==> config.mk <==
export PLATFORM = sky130hd
export DESIGN_NAME = polynomial_derivative_quotient
export DESIGN_NICKNAME = d
export VERILOG_FILES = /design/src/hdl/pdq_pkg.sv /design/src/hdl/pdq_mem.sv /design/src/hdl/pdq_mac.sv /design/src/hdl/pdq_seq.sv /design/src/hdl/polynomial_derivative_quotient.sv
export VERILOG_INCLUDE_DIRS = /design/src /design/src/hdl
export SDC_FILE = /design/constraint.sdc
export NUM_CORES = 2
export LEC_CHECK = 0
export ABC_AREA = 1
export BUFFER_PORTS_ARGS = -buffer_cell sky130_fd_sc_hd__buf_2
export CELL_PAD_IN_SITES_DETAIL_PLACEMENT = 0
export CELL_PAD_IN_SITES_GLOBAL_PLACEMENT = 1
export CORE_ASPECT_RATIO = 1.4
export CORE_MARGIN = 2
export CORE_UTILIZATION = 40
export DETAILED_ROUTE_END_ITERATION = 10
export MAX_ROUTING_LAYER = met4
export PLACE_DENSITY = 0.76
export SLEW_MARGIN = 5
export SYNTH_ARGS = -nofsm -noshare
export SYNTH_HDL_FRONTEND = slang
export SYNTH_HIERARCHICAL = 1
export SYNTH_SLANG_ARGS = --single-unit
==> constraint.sdc <==
create_clock -name clk -period 10.8 [get_ports clk]
set_input_delay 2.16 -clock clk [delete_from_list [all_inputs] [get_ports clk]]
set_output_delay 2.16 -clock clk [all_outputs]
set_load 0.05 [all_outputs]
==> src/hdl/polynomial_derivative_quotient_defines.svh <==
// Assertion macros for the polynomial derivative quotient RTL
`ifndef POLYNOMIAL_DERIVATIVE_QUOTIENT_DEFINES_SVH
`define POLYNOMIAL_DERIVATIVE_QUOTIENT_DEFINES_SVH
`ifndef SYNTHESIS
`define PDQ_ASSERT(lbl, prop, msg) \
  lbl: assert property (@(posedge clk) disable iff (!rst_n) (prop)) else $error(msg);
`define PDQ_ASSERT_IMP(lbl, ante, cons, msg) \
  lbl: assert property (@(posedge clk) disable iff (!rst_n) (ante) |-> (cons)) else $error(msg);
`else
`define PDQ_ASSERT(lbl, prop, msg)
`define PDQ_ASSERT_IMP(lbl, ante, cons, msg)
`endif
`endif

==> src/hdl/pdq_pkg.sv <==
// Shared constants and types for the polynomial derivative quotient block
package pdq_pkg;
  localparam int MAX_LEN_DEF = 16;
  localparam int MAX_LEN_HI  = 16;
  localparam int COEF_W      = 16;
  localparam int ACC_W       = 41;
  localparam int WGT_W       = $clog2(MAX_LEN_HI);
  localparam int YW_W        = COEF_W + WGT_W + 1;
  localparam int PROD_W      = COEF_W + YW_W;

  // one multiply-accumulate term issued by the sequencer
  typedef struct packed {
    logic             vld;
    logic             clr;
    logic             x_one;
    logic             x_den;
    logic             y_den;
    logic             neg;
    logic [WGT_W-1:0] w;
  } mac_ctl_t;
endpackage

==> src/hdl/pdq_mem.sv <==
// Coefficient store: one write port, two registered read ports
module pdq_mem #(
  parameter int DEPTH = pdq_pkg::MAX_LEN_DEF,
  localparam int AW = $clog2(DEPTH)
) (
  input  logic                              clk,
  input  logic                              we,
  input  logic [AW-1:0]                     waddr,
  input  logic signed [pdq_pkg::COEF_W-1:0] wdata,
  input  logic [AW-1:0]                     raddr0,
  input  logic [AW-1:0]                     raddr1,
  output logic signed [pdq_pkg::COEF_W-1:0] rdata0_r,
  output logic signed [pdq_pkg::COEF_W-1:0] rdata1_r
);
  import pdq_pkg::*;

  logic signed [COEF_W-1:0] mem_r [DEPTH];

  always_ff @(posedge clk) begin
    if (we) begin
      mem_r[waddr] <= wdata;
    end
  end

  always_ff @(posedge clk) begin
    rdata0_r <= mem_r[raddr0];
    rdata1_r <= mem_r[raddr1];
  end
endmodule

==> src/hdl/pdq_mac.sv <==
// Multiply-accumulate pipe: operand select, weight multiply, product, accumulate
module pdq_mac (
  input  logic                              clk,
  input  logic                              rst_n,
  input  pdq_pkg::mac_ctl_t                 ctl,
  input  logic signed [pdq_pkg::COEF_W-1:0] num_rd0,
  input  logic signed [pdq_pkg::COEF_W-1:0] num_rd1,
  input  logic signed [pdq_pkg::COEF_W-1:0] den_rd0,
  input  logic signed [pdq_pkg::COEF_W-1:0] den_rd1,
  output logic                              busy,
  output logic signed [pdq_pkg::ACC_W-1:0]  acc_r
);
  import pdq_pkg::*;

  mac_ctl_t                 c1_r;
  logic                     v2_r, v3_r, neg2_r, neg3_r;
  logic signed [COEF_W-1:0] y_sel, xs_nxt, xs_r;
  logic signed [YW_W-1:0]   yw_nxt, yw_r;
  logic signed [PROD_W-1:0] prod_nxt, prod_r;

  always_comb begin
    y_sel = c1_r.y_den ? den_rd1 : num_rd1;
    if (!c1_r.vld) begin
      xs_nxt = '0;
      yw_nxt = '0;
    end else begin
      xs_nxt = c1_r.x_one ? COEF_W'(1) : (c1_r.x_den ? den_rd0 : num_rd0);
      yw_nxt = YW_W'(y_sel) * $signed(YW_W'(c1_r.w));
    end
    prod_nxt = PROD_W'(xs_r) * PROD_W'(yw_r);
  end

  assign busy = c1_r.vld | v2_r | v3_r;

  always_ff @(posedge clk) begin
    if (!rst_n) begin
      c1_r <= '0;
      v2_r <= 1'b0;
      v3_r <= 1'b0;
    end else begin
      c1_r <= ctl;
      v2_r <= c1_r.vld;
      v3_r <= v2_r;
    end
  end

  always_ff @(posedge clk) begin
    xs_r   <= xs_nxt;
    yw_r   <= yw_nxt;
    neg2_r <= c1_r.neg;
    prod_r <= prod_nxt;
    neg3_r <= neg2_r;
    if (ctl.clr) begin
      acc_r <= '0;
    end else if (v3_r) begin
      acc_r <= neg3_r ? acc_r - ACC_W'(prod_r) : acc_r + ACC_W'(prod_r);
    end
  end
endmodule

==> src/hdl/pdq_seq.sv <==
// Load control, term sequencing, leading-zero trim and output register
`include "polynomial_derivative_quotient_defines.svh"
module pdq_seq #(
  parameter int MAX_LEN = pdq_pkg::MAX_LEN_DEF,
  localparam int AW = $clog2(MAX_LEN)
) (
  input  logic                              clk,
  input  logic                              rst_n,
  input  logic                              in_valid,
  output logic                              in_stall,
  input  logic                              in_target,
  input  logic                              in_carries_coef,
  input  logic                              in_end_of_load,
  input  logic                              cfg_quotient_mode,
  output logic                              out_valid,
  input  logic                              out_stall,
  output logic signed [pdq_pkg::ACC_W-1:0]  out_coef_out,
  output logic                              out_which_poly,
  output logic                              out_empty_poly,
  output logic                              out_too_long,
  output logic                              out_last_result,
  output logic                              num_we,
  output logic                              den_we,
  output logic [AW-1:0]                     num_waddr,
  output logic [AW-1:0]                     den_waddr,
  output logic [AW-1:0]                     x_raddr,
  output logic [AW-1:0]                     y_raddr,
  output pdq_pkg::mac_ctl_t                 mac_ctl,
  input  logic                              mac_busy,
  input  logic signed [pdq_pkg::ACC_W-1:0]  acc
);
  import pdq_pkg::*;

  localparam int LW = $clog2(MAX_LEN + 1);
  localparam int KW = $clog2(2 * MAX_LEN);
  localparam int IW = KW + 2;

  typedef enum logic [4:0] {
    ST_LOAD  = 5'b00001,
    ST_START = 5'b00010,
    ST_ISSUE = 5'b00100,
    ST_DRAIN = 5'b01000,
    ST_EMIT  = 5'b10000
  } state_t;

  typedef enum logic [2:0] {
    PH_SINGLE = 3'b001,
    PH_NUM    = 3'b010,
    PH_DEN    = 3'b100
  } phase_t;

  state_t  state_r, state_nxt;
  phase_t  phase_r, phase_nxt;
  logic [LW-1:0] num_len_r, num_len_nxt, den_len_r, den_len_nxt, j_r, j_nxt;
  logic          ovf_r, ovf_nxt, sub_r, sub_nxt, empty_r, empty_nxt, trim_r, trim_nxt;
  logic [KW-1:0] k_r, k_nxt, len_r, len_nxt, off1_r, off1_nxt, off2_r, off2_nxt;
  logic          out_valid_r, out_valid_nxt;
  logic signed [ACC_W-1:0] out_coef_r;
  logic          out_which_r, out_empty_r, out_too_long_r, out_last_r;

  logic          in_fire, num_full, den_full;
  logic [KW-1:0] nb_k, na_k, nbp_k, nap_k, l1_k, l2_k, lmax_k, aa_k, off;
  logic          deriv, x_one, x_den, y_den, neg_t, term_ok, last_j;
  logic [LW-1:0] cnt, ylen;
  logic signed [IW-1:0] m_s, ylim_s, w_s;
  logic          lastk, skip, out_free, out_load, clr;

  assign in_stall  = (state_r != ST_LOAD);
  assign in_fire   = in_valid && !in_stall;
  assign num_full  = (num_len_r == LW'(MAX_LEN));
  assign den_full  = (den_len_r == LW'(MAX_LEN));
  assign num_we    = in_fire && in_carries_coef && !in_target && !num_full;
  assign den_we    = in_fire && in_carries_coef && in_target && !den_full;
  assign num_waddr = num_len_r[AW-1:0];
  assign den_waddr = den_len_r[AW-1:0];

  // result lengths for the setup cycle
  always_comb begin
    nb_k   = KW'(num_len_r);
    na_k   = KW'(den_len_r);
    nbp_k  = (num_len_r <= LW'(1)) ? KW'(1) : nb_k - KW'(1);
    nap_k  = (den_len_r <= LW'(1)) ? KW'(1) : na_k - KW'(1);
    l1_k   = (den_len_r == '0) ? '0 : na_k + nbp_k - KW'(1);
    l2_k   = (num_len_r == '0) ? '0 : nb_k + nap_k - KW'(1);
    lmax_k = (l1_k > l2_k) ? l1_k : l2_k;
    aa_k   = (den_len_r == '0) ? '0 : na_k + na_k - KW'(1);
  end

  // term selection: x from port 0 at j, y from port 1 at m = k - off - j
  always_comb begin
    deriv = 1'b1;
    x_one = 1'b0;
    x_den = 1'b0;
    y_den = 1'b0;
    neg_t = 1'b0;
    cnt   = LW'(1);
    unique case (phase_r)
      PH_SINGLE: begin
        x_one = 1'b1;
      end
      PH_NUM: begin
        if (!sub_r) begin
          x_den = 1'b1;
          cnt   = den_len_r;
        end else begin
          y_den = 1'b1;
          neg_t = 1'b1;
          cnt   = num_len_r;
        end
      end
      PH_DEN: begin
        deriv = 1'b0;
        x_den = 1'b1;
        y_den = 1'b1;
        cnt   = den_len_r;
      end
      default: begin
        x_one = 1'b1;
      end
    endcase
    ylen    = y_den ? den_len_r : num_len_r;
    off     = sub_r ? off2_r : off1_r;
    m_s     = $signed(IW'(k_r)) - $signed(IW'(off)) - $signed(IW'(j_r));
    ylim_s  = deriv ? $signed(IW'(ylen)) - $signed(IW'(1)) : $signed(IW'(ylen));
    w_s     = $signed(IW'(ylen)) - m_s - $signed(IW'(1));
    term_ok = (j_r < cnt) && (m_s >= $signed(IW'(0))) && (m_s < ylim_s);
    last_j  = ((j_r + LW'(1)) >= cnt);

    mac_ctl.vld   = (state_r == ST_ISSUE) && term_ok;
    mac_ctl.clr   = clr;
    mac_ctl.x_one = x_one;
    mac_ctl.x_den = x_den;
    mac_ctl.y_den = y_den;
    mac_ctl.neg   = neg_t;
    mac_ctl.w     = deriv ? w_s[WGT_W-1:0] : WGT_W'(1);
  end

  assign x_raddr  = j_r[AW-1:0];
  assign y_raddr  = m_s[AW-1:0];
  assign lastk    = (k_r == len_r - KW'(1));
  assign skip     = trim_r && (acc == '0) && !lastk;
  assign out_free = !out_valid_r || !out_stall;

  always_comb begin
    state_nxt   = state_r;
    phase_nxt   = phase_r;
    num_len_nxt = num_len_r;
    den_len_nxt = den_len_r;
    ovf_nxt     = ovf_r;
    k_nxt       = k_r;
    j_nxt       = j_r;
    sub_nxt     = sub_r;
    len_nxt     = len_r;
    off1_nxt    = off1_r;
    off2_nxt    = off2_r;
    empty_nxt   = empty_r;
    trim_nxt    = trim_r;
    clr         = 1'b0;
    out_load    = 1'b0;

    if (num_we) num_len_nxt = num_len_r + LW'(1);
    if (den_we) den_len_nxt = den_len_r + LW'(1);
    if (in_fire && in_carries_coef && (in_target ? den_full : num_full)) ovf_nxt = 1'b1;

    unique case (state_r)
      ST_LOAD: begin
        if (in_fire && in_end_of_load) begin
          phase_nxt = cfg_quotient_mode ? PH_NUM : PH_SINGLE;
          state_nxt = ST_START;
        end
      end
      ST_START: begin
        k_nxt   = '0;
        j_nxt   = '0;
        sub_nxt = 1'b0;
        clr     = 1'b1;
        unique case (phase_r)
          PH_NUM: begin
            len_nxt   = (lmax_k == '0) ? KW'(1) : lmax_k;
            empty_nxt = (lmax_k == '0);
            off1_nxt  = lmax_k - l1_k;
            off2_nxt  = lmax_k - l2_k;
            trim_nxt  = 1'b1;
          end
          PH_DEN: begin
            len_nxt   = (den_len_r == '0) ? KW'(1) : aa_k;
            empty_nxt = (den_len_r == '0);
            off1_nxt  = '0;
            off2_nxt  = '0;
            trim_nxt  = 1'b1;
          end
          default: begin
            len_nxt   = (num_len_r <= LW'(1)) ? KW'(1) : nb_k - KW'(1);
            empty_nxt = (num_len_r == '0);
            off1_nxt  = '0;
            off2_nxt  = '0;
            trim_nxt  = 1'b0;
          end
        endcase
        state_nxt = ST_ISSUE;
      end
      ST_ISSUE: begin
        j_nxt = j_r + LW'(1);
        if (last_j) begin
          if ((phase_r == PH_NUM) && !sub_r) begin
            sub_nxt = 1'b1;
            j_nxt   = '0;
          end else begin
            state_nxt = ST_DRAIN;
          end
        end
      end
      ST_DRAIN: begin
        if (!mac_busy) state_nxt = ST_EMIT;
      end
      ST_EMIT: begin
        if (skip || out_free) begin
          clr      = 1'b1;
          out_load = !skip;
          if (!skip) trim_nxt = 1'b0;
          if (!lastk) begin
            k_nxt     = k_r + KW'(1);
            j_nxt     = '0;
            sub_nxt   = 1'b0;
            state_nxt = ST_ISSUE;
          end else if (phase_r == PH_NUM) begin
            phase_nxt = PH_DEN;
            state_nxt = ST_START;
          end else begin
            num_len_nxt = '0;
            den_len_nxt = '0;
            ovf_nxt     = 1'b0;
            state_nxt   = ST_LOAD;
          end
        end
      end
      default: begin
        state_nxt = ST_LOAD;
      end
    endcase

    if (out_load) begin
      out_valid_nxt = 1'b1;
    end else begin
      out_valid_nxt = out_valid_r && out_stall;
    end
  end

  always_ff @(posedge clk) begin
    if (!rst_n) begin
      state_r     <= ST_LOAD;
      phase_r     <= PH_SINGLE;
      num_len_r   <= '0;
      den_len_r   <= '0;
      ovf_r       <= 1'b0;
      k_r         <= '0;
      j_r         <= '0;
      sub_r       <= 1'b0;
      len_r       <= '0;
      off1_r      <= '0;
      off2_r      <= '0;
      empty_r     <= 1'b0;
      trim_r      <= 1'b0;
      out_valid_r <= 1'b0;
    end else begin
      state_r     <= state_nxt;
      phase_r     <= phase_nxt;
      num_len_r   <= num_len_nxt;
      den_len_r   <= den_len_nxt;
      ovf_r       <= ovf_nxt;
      k_r         <= k_nxt;
      j_r         <= j_nxt;
      sub_r       <= sub_nxt;
      len_r       <= len_nxt;
      off1_r      <= off1_nxt;
      off2_r      <= off2_nxt;
      empty_r     <= empty_nxt;
      trim_r      <= trim_nxt;
      out_valid_r <= out_valid_nxt;
    end
  end

  always_ff @(posedge clk) begin
    if (out_load) begin
      out_coef_r     <= acc;
      out_which_r    <= (phase_r == PH_DEN);
      out_empty_r    <= empty_r;
      out_too_long_r <= ovf_r;
      out_last_r     <= lastk && (phase_r != PH_NUM);
    end
  end

  assign out_valid       = out_valid_r;
  assign out_coef_out    = out_coef_r;
  assign out_which_poly  = out_which_r;
  assign out_empty_poly  = out_empty_r;
  assign out_too_long    = out_too_long_r;
  assign out_last_result = out_last_r;

  `PDQ_ASSERT_IMP(a_out_from_emit, $rose(out_valid_r), $past(state_r == ST_EMIT), "result not from emit")
  `PDQ_ASSERT_IMP(a_emit_pipe_empty, state_r == ST_EMIT, !mac_busy, "emit with terms in flight")
  `PDQ_ASSERT(a_len_bound, (num_len_r <= LW'(MAX_LEN)) && (den_len_r <= LW'(MAX_LEN)), "length overrun")
  `PDQ_ASSERT_IMP(a_store_quiet, state_r != ST_LOAD, !num_we && !den_we, "store written during compute")
endmodule

==> src/hdl/polynomial_derivative_quotient.sv <==
// Top level: derivative of a polynomial or of a quotient of two polynomials
//  chan | handshake             | payload
//  in   | in_valid / in_stall   | in_coef_in, in_target, in_carries_coef, in_end_of_load
//  out  | out_valid / out_stall | out_coef_out, out_which_poly, out_empty_poly,
//       |                       | out_too_long, out_last_result
//  cfg  | cfg_valid / cfg_ready | cfg_quotient_mode
// An end-of-load transaction holds in_stall high until the last result is registered:
// a setup step per polynomial, then per coefficient an issue step for each term, a drain
// until the multiply-accumulate pipe is empty, and an emit; terms = 1 for a derivative,
// max(na,1) + max(nb,1) for the quotient numerator, max(na,1) for a*a.
// Out stalls hold the sequencer only at coefficient boundaries.
// Synchronous reset clears control, lengths and mode; coefficient stores are not cleared.
module polynomial_derivative_quotient #(
  parameter int MAX_LEN = pdq_pkg::MAX_LEN_DEF
) (
  input  logic                              clk,
  input  logic                              rst_n,
  input  logic                              in_valid,
  output logic                              in_stall,
  input  logic signed [pdq_pkg::COEF_W-1:0] in_coef_in,
  input  logic                              in_target,
  input  logic                              in_carries_coef,
  input  logic                              in_end_of_load,
  output logic                              out_valid,
  input  logic                              out_stall,
  output logic signed [pdq_pkg::ACC_W-1:0]  out_coef_out,
  output logic                              out_which_poly,
  output logic                              out_empty_poly,
  output logic                              out_too_long,
  output logic                              out_last_result,
  input  logic                              cfg_valid,
  output logic                              cfg_ready,
  input  logic                              cfg_quotient_mode
);
  import pdq_pkg::*;

  localparam int AW = $clog2(MAX_LEN);

  logic                     quotient_mode_r;
  logic                     num_we, den_we, mac_busy;
  logic [AW-1:0]            num_waddr, den_waddr, x_raddr, y_raddr;
  logic signed [COEF_W-1:0] num_rd0, num_rd1, den_rd0, den_rd1;
  mac_ctl_t                 mac_ctl;
  logic signed [ACC_W-1:0]  acc;

  assign cfg_ready = 1'b1;

  always_ff @(posedge clk) begin
    if (!rst_n) begin
      quotient_mode_r <= 1'b0;
    end else if (cfg_valid && cfg_ready) begin
      quotient_mode_r <= cfg_quotient_mode;
    end
  end

  pdq_mem #(.DEPTH(MAX_LEN)) u_num_mem (
    .clk      (clk),
    .we       (num_we),
    .waddr    (num_waddr),
    .wdata    (in_coef_in),
    .raddr0   (x_raddr),
    .raddr1   (y_raddr),
    .rdata0_r (num_rd0),
    .rdata1_r (num_rd1)
  );

  pdq_mem #(.DEPTH(MAX_LEN)) u_den_mem (
    .clk      (clk),
    .we       (den_we),
    .waddr    (den_waddr),
    .wdata    (in_coef_in),
    .raddr0   (x_raddr),
    .raddr1   (y_raddr),
    .rdata0_r (den_rd0),
    .rdata1_r (den_rd1)
  );

  pdq_mac u_mac (
    .clk     (clk),
    .rst_n   (rst_n),
    .ctl     (mac_ctl),
    .num_rd0 (num_rd0),
    .num_rd1 (num_rd1),
    .den_rd0 (den_rd0),
    .den_rd1 (den_rd1),
    .busy    (mac_busy),
    .acc_r   (acc)
  );

  pdq_seq #(.MAX_LEN(MAX_LEN)) u_seq (
    .clk               (clk),
    .rst_n             (rst_n),
    .in_valid          (in_valid),
    .in_stall          (in_stall),
    .in_target         (in_target),
    .in_carries_coef   (in_carries_coef),
    .in_end_of_load    (in_end_of_load),
    .cfg_quotient_mode (quotient_mode_r),
    .out_valid         (out_valid),
    .out_stall         (out_stall),
    .out_coef_out      (out_coef_out),
    .out_which_poly    (out_which_poly),
    .out_empty_poly    (out_empty_poly),
    .out_too_long      (out_too_long),
    .out_last_result   (out_last_result),
    .num_we            (num_we),
    .den_we            (den_we),
    .num_waddr         (num_waddr),
    .den_waddr         (den_waddr),
    .x_raddr           (x_raddr),
    .y_raddr           (y_raddr),
    .mac_ctl           (mac_ctl),
    .mac_busy          (mac_busy),
    .acc               (acc)
  );
endmodule

== Yosys cells after proc, flatten, opt, wreduce, memory -nomap -nowiden ==
Memory sizes are Yosys's and may differ from the RTL's. A register that Yosys moved wholly into a read port is not among the register bits.
Cells that the tools add are included.
Storage, ports and cells
  input port bits: 25
  logic and storage cells: 221
  RAM bits: 512
  output and inout port bits: 48
  register bits after elaboration: 222
  memories: 2
Operators by class
  mux-type cells: 82
  order comparisons: 7
  reductions and logical operators: 44
  multipliers: 2
  bitwise logic cells: 4
  add/sub/neg operators: 22
  equality and inequality tests: 22
Memory list
  u_den_mem.mem_r: depth 16, bits a word 16, rd ports 2, clocked after memory_dff 2, wr ports 1, line pdq_mem.sv:17  | logic signed [COEF_W-1:0] mem_r [DEPTH];
  u_num_mem.mem_r: depth 16, bits a word 16, rd ports 2, clocked after memory_dff 2, wr ports 1, line pdq_mem.sv:17
Operators with widths (count)
  $mux 5: 34
  $add 41x37->41: 1
  $logic_not 41->1: 1
  $mux 41: 1
  $sub 41x37->41: 1
  $mul 16x21->37: 1
  $mux 16: 2
  $pmux 5 s2: 3
  $sub 5x1->5 const B: 6
  $mux 1: 26
  $pmux 5 s5: 1
  $mul 16x5->21: 1
  $add 5x1->5 const B: 4
  $logic_and 1x1->1: 16
  $add 5x5->5: 3
  $eq 5x5->1 const B: 3
  $logic_not 5->1: 3
  $pmux 5 s3: 1
  $reduce_and 5->1: 3
  $mux 3: 4
  $le 5x1->1 const B: 2
  $ne 2x1->1 const B: 5
  $ne 2x2->1 const B: 5
  $pmux 1 s2: 5
  33 further kinds: 51

== Logic depth before layout (Yosys ltp) ==
  word-level depth: 11
  depth in mapped cells: 34
  mapped depth without buffers: 34

== By module ==
Netlist, hierarchy kept.
Modules (own cells, without submodules)
  pdq_mac: seq. area each 2562.5 µm², instances 1, cells an instance 3253, area each 23441.2 µm²
  pdq_mem at u_den_mem: seq. area each 8328.0 µm², instances 1, cells an instance 1673, area each 14380.0 µm²
  pdq_mem at u_num_mem: seq. area each 8328.0 µm², instances 1, cells an instance 1673, area each 14362.5 µm²
  pdq_seq: seq. area each 2312.2 µm², instances 1, cells an instance 773, area each 6307.3 µm²
  polynomial_derivative_quotient: seq. area each 20.0 µm², instances 1, cells an instance 8, area each 52.6 µm²

== Worst setup path before layout ==
OpenSTA, ideal clock, no wires.
  kind: register -> register
  start: register u_mac.yw_r[20]
  end: register u_mac.prod_r[35]
  period minus slack after synthesis: 5.711 ns
  path buffers: 1
  data arrival time: 5.599 ns
  path slack: 5.089 ns
  library setup time: 0.112 ns
  stages on the path, launching flop included: 21
  required time: 10.688 ns
  path through: dfxtp_1 -> clkbuf_1 -> nand2_1 -> fa_1 -> inv_1 -> fa_1 -> fa_1 -> fa_1 -> fa_1 -> inv_1 -> fa_1 -> inv_1 -> ha_1 -> inv_1 -> o21ai_0 -> a31oi_1 -> nor2_1 -> nor4_1 -> nand2_1 -> nand2_1 -> nand2_1
Between the ends
  word-level cells in the longest chain between the ends: 1
Ends and longest elaborated chain
  start, declared: line pdq_mac.sv:18  | logic signed [YW_W-1:0] yw_nxt, yw_r;
  start signal, assigned: line pdq_mac.sv:49  | yw_r <= yw_nxt;
  $mul 16x21->37: line pdq_mac.sv:30  | prod_nxt = PROD_W'(xs_r) * PROD_W'(yw_r);
  via u_mac.prod_nxt[35]: line pdq_mac.sv:19  | logic signed [PROD_W-1:0] prod_nxt, prod_r;
  end signal, assigned: line pdq_mac.sv:51  | prod_r <= prod_nxt;
  end, declared: line pdq_mac.sv:19
The timed path passes the listed nets, and every way through them passes these cells.
A chain may end at the register's enable or synchronous reset.

== Final worst setup path ==
  start: register u_mac.xs_r[4]
  end: register u_mac.prod_r[35]
Between the ends
  word-level cells in the longest chain between the ends: 1
Ends and longest elaborated chain
  start, declared: line pdq_mac.sv:17  | logic signed [COEF_W-1:0] y_sel, xs_nxt, xs_r;
  start signal, assigned: line pdq_mac.sv:48  | xs_r <= xs_nxt;
  $mul 16x21->37: line pdq_mac.sv:30
  via u_mac.prod_nxt[35]: line pdq_mac.sv:19
The timed path passes the listed nets, and every way through them passes these cells.

==> flow_metrics.tcl <==
set metrics [dict create \
    status "finished, final reports clean" \
    startpoint_type "flop" \
    rsz0062_at_grt "false" \
    synthMuxAreaShare_pct 0.239 \
    min_period_over_period_pct 61.0 \
    grt_use_total_pct 24.4 \
    die_area_mm2 0.149 \
    yosys-top-cells-area "edfxtp_1, fa_1, nand2_1, inv_1, nand3_1" \
    end_kind "flop" \
    antenna_found_initial 3 \
    start_util_pct 40.2 \
    placementRows 166 \
    worstPathRequired_ns 11.39 \
    power_switching_uw 2410 \
    cts_buffers 85 \
    finalNetCount 7906 \
    grt_overflow_total 0 \
    cts_setup_buffers 0 \
    grt_pass1_wl_um 275000 \
    port_buffers 71 \
    ctsHoldBuffers 0 \
    yosys_warnings 6 \
    grt_max_degree 83 \
    hpwl_um 125000 \
    fmaxAchievable_ghz 0.152 \
    ant_nets 0 \
    wl_um 177000 \
    syn_inst 7380 \
    yosysTopAreaCellShare_pct 28.6 \
    clkTransAtPathRegs_ns 0.06 \
    layout_min_cycle_time_ns 6.59 \
    setup_tns_ns 0 \
    cp_slowest_cell "fa_1" \
    die_y_um 457 \
    synth_enable_flop_cells 557 \
    htreeDepth 3 \
    ys_ff_latch 798 \
    drv_slew 0 \
    path_class "flop to flop" \
    syn_area_per_cell_um2 7.93 \
    ys_seq_area_share_pct 36.8 \
    clock_latency_ns 0.71 \
    netSwitchingFraction_pct 29.9 \
    place.gp.congestion 0.948 \
    synth_simple_gate_area_share_pct 26.0 \
    worstPathArrival_ns 7.18 \
    areaGrowthSynthToFinish_pct 7.40 \
    hold_class "flop to flop" \
    via_per_inst 5.11 \
    p_per_area_mw_per_mm2 128 \
    netlist_area_mm2 0.0585 \
    drive_gt1_share_pct 6.02 \
    synth_nets 8017 \
    cts_resized 0 \
    relSlewSlack_pct 14.4 \
    peakVddDrop_v 0.000153 \
    clock_skew_ns 0.0357 \
    drc_errors 0 \
    intPower_uw 5640 \
    cts_root_buf "clkbuf_16" \
    synth_top_family_by_area "simple AND/OR/NAND/NOR gates" \
    cts_tree "yes" \
    tightest_slew_ns 1.27 \
    finalHoldViolCount 0 \
    synthXorXnorAreaFrac_pct 1.87 \
    synth_fa_ha_area_share_pct 17.9 \
    cp_slowest_stage_delay_ns 0.99 \
    postSynth.topFlopCell "edfxtp_1" \
    drt_pre_antenna_iters 6 \
    async_flop_share_pct 0 \
    cts.sinks 798 \
    vias 47400 \
    clock_path_buffers 3 \
    ioPinCount 73 \
    setup_viol 0 \
    clkPwrFrac_pct 37.8 \
    synth_cell_types 65 \
    maxCapViolCount 0 \
    combinationalPowerShare_pct 20.3 \
    postLayoutCellArea_mm2 0.0629 \
    grt_pass1_vias 48200 \
    pwr-share-seq_pct 41.9 \
    drt-initial-drc-count 3135 \
    core_area_mm2 0.146 \
    synth_top_area_cell "edfxtp_1" \
    synth-compound-area-share_pct 4.22 \
    wl_per_cell_um 19.0 \
    power.leakage_uw 0.0310 \
    die_w_um 327 \
    placed_area_mm2 0.0600 \
    crit_chain "nand2_1, fa_1, inv_1, fa_1, fa_1, fa_1, fa_1, inv_1, fa_1, inv_1, ha_1, nand2_1, nand2_1, a31oi_1, nor2_1, nor4_1, nand2_1, nand2_1, nand2_1" \
    path_max_fanout 21 \
]
-- worst max-delay path, delay by kind of cell, from the launching register on --
kind / cells / cell delay (ns)
adders and majority gates: 7 / 4.03
and+or+nand+nor: 8 / 1.08
DFF: 1 / 0.92
AOI/OAI and AO/OA: 1 / 0.27
buffers and inverters: 3 / 0.19
-- state kept, by name (all words and copies together), names as in the netlist, 9 cells and up --
register and count:
u_mac/xs_r 16, u_mac/yw_r 21, u_mac/acc_r 41, u_seq/out_coef_out 41, u_num_mem/rdata0_r 16, u_mac/c1_r 9
u_den_mem/rdata1_r 16, u_den_mem/rdata0_r 16, u_mac/prod_r 37, u_num_mem/rdata1_r 16, u_den_mem/mem_r 256, u_num_mem/mem_r 256
-- cell families (layout without fill, tap and decap cells) --
| group | count (synthesis) | in the layout |
|---|---|---|
| buffers and inverters | 1850 | 1807 |
| other | 1 | 4 |
| flip-flops | 798 | 798 |
| AND/OR/NAND/NOR | 3556 | 3556 |
| XOR/XNOR | 125 | 125 |
| multiplexers | 14 | 14 |
| AO/OA/AOI/OAI | 424 | 424 |
| adder cells (fa/ha/maj) | 612 | 612 |
-- layout make-up --
| type | count | area [um^2] |
|---|---|---|
| clock inverters | 31 | 345 |
| diodes | 3 | 7.51 |
| flip-flops and latches | 798 | 21600 |
| inverters | 1519 | 5730 |
| clock buffers | 124 | 2510 |
| repair buffers | 133 | 821 |
| multi-input cells | 4732 | 29500 |
| fillers | 14700 | 82900 |
| well taps | 1932 | 2420 |
-- synth_stat cells (3+ instances only) --
cell      instances
a211oi_1          9
a21o_1           13
a21oi_1         177
a21oi_2          11
a22oi_1           5
a31oi_1          12
buf_1            16
buf_2            86
buf_4            69
buf_6            40
clkbuf_1        120
dfxtp_1         241
edfxtp_1        557
fa_1            373
ha_1            239
inv_1          1494
inv_2            24
mux2i_1          14
nand2_1        1965
nand2_2          21
nand2_4           6
nand3_1        1004
nand3_2           9
nand3b_1          6
nand4_1          34
nor2_1          399
nor2_2           21
nor2_4            6
nor3_1           28
nor4_1           16
o211ai_1          3
o21a_1            6
o21ai_0         115
o21ai_1          12
o21ai_2           9
o21bai_1         19
o221a_2           4
o22ai_1           6
o31ai_1           9
or2_2            25
xnor2_1          32
xor2_1           93
-- layout by cell type (no fill, tap or decap), types with 11 or more instances in the layout --
cell and instances:
nand2_2 21, xnor2_1 32, nor3_1 28, o21ai_0 114
nor2_2 37, xor2_1 92, or2_2 25, o21bai_1 19
fa_1 372, clkbuf_16 91, inv_1 1487, nand2_1 1965
dfxtp_1 236, nand4_1 34, buf_2 71, nand3_1 1004
nor4_1 16, a21oi_2 11, a21o_1 13, a21oi_1 177
inv_2 21, mux2i_1 14, a31oi_1 12, clkinv_2 16
ha_1 239, o21ai_1 12, nor2_1 379, edfxtp_1 557
buf_4 62, clkbuf_1 22, clkbuf_8 11
-- power groups by stage --
stage	combinational [uW]	sequential, uW	clock, uW
finish	1630	3370	3040
global placement	1610	3440	0
floorplan	1220	3410	0
CTS	1640	3370	3110
global route	1870	3380	3220
detailed placement	1630	3440	0
-- worst paths after layout --
path | from | to | slack [ns] | depth (start not counted)
worst max-delay path | u_mac/xs_r[4] | u_mac/prod_r[35] | 4.21 | 19
worst min-delay path | u_mac/neg2_r | u_mac/neg3_r | 0.32 | 0
worst max register to register | u_mac/xs_r[4] | u_mac/prod_r[35] | 4.21 | 19
worst min register to register | u_mac/neg2_r | u_mac/neg3_r | 0.32 | 0
-- metal layers --
| metal | global-route usage, % | up-vias | share of wire [%] |
|---|---|---|---|
| li1 | - | 22700 | - |
| met1 | 26.7 | 22800 | 38 |
| met2 | 44.2 | 1461 | 52 |
| met3 | 2.34 | 435 | 4.8 |
| met4 | 11.3 | 0 | 4.9 |
| met5 | - | - | 0 |
-- per-stage QoR --
stage               hold slack [ns]  worst slack [ns]  cells  utilization, %  power [uW]
floorplan                     0.310              5.09   7380               -        4630
global route                  0.345              3.75   9271            43.1        8460
detailed placement            0.315              4.18   9114            41.2        5070
global placement              0.311              4.20   9114            41.2        5050
finish                        0.322              4.21   9272            43.1        8040
CTS                           0.322              4.17   9269            43.1        8120
Power figures use the tool's default switching activity.
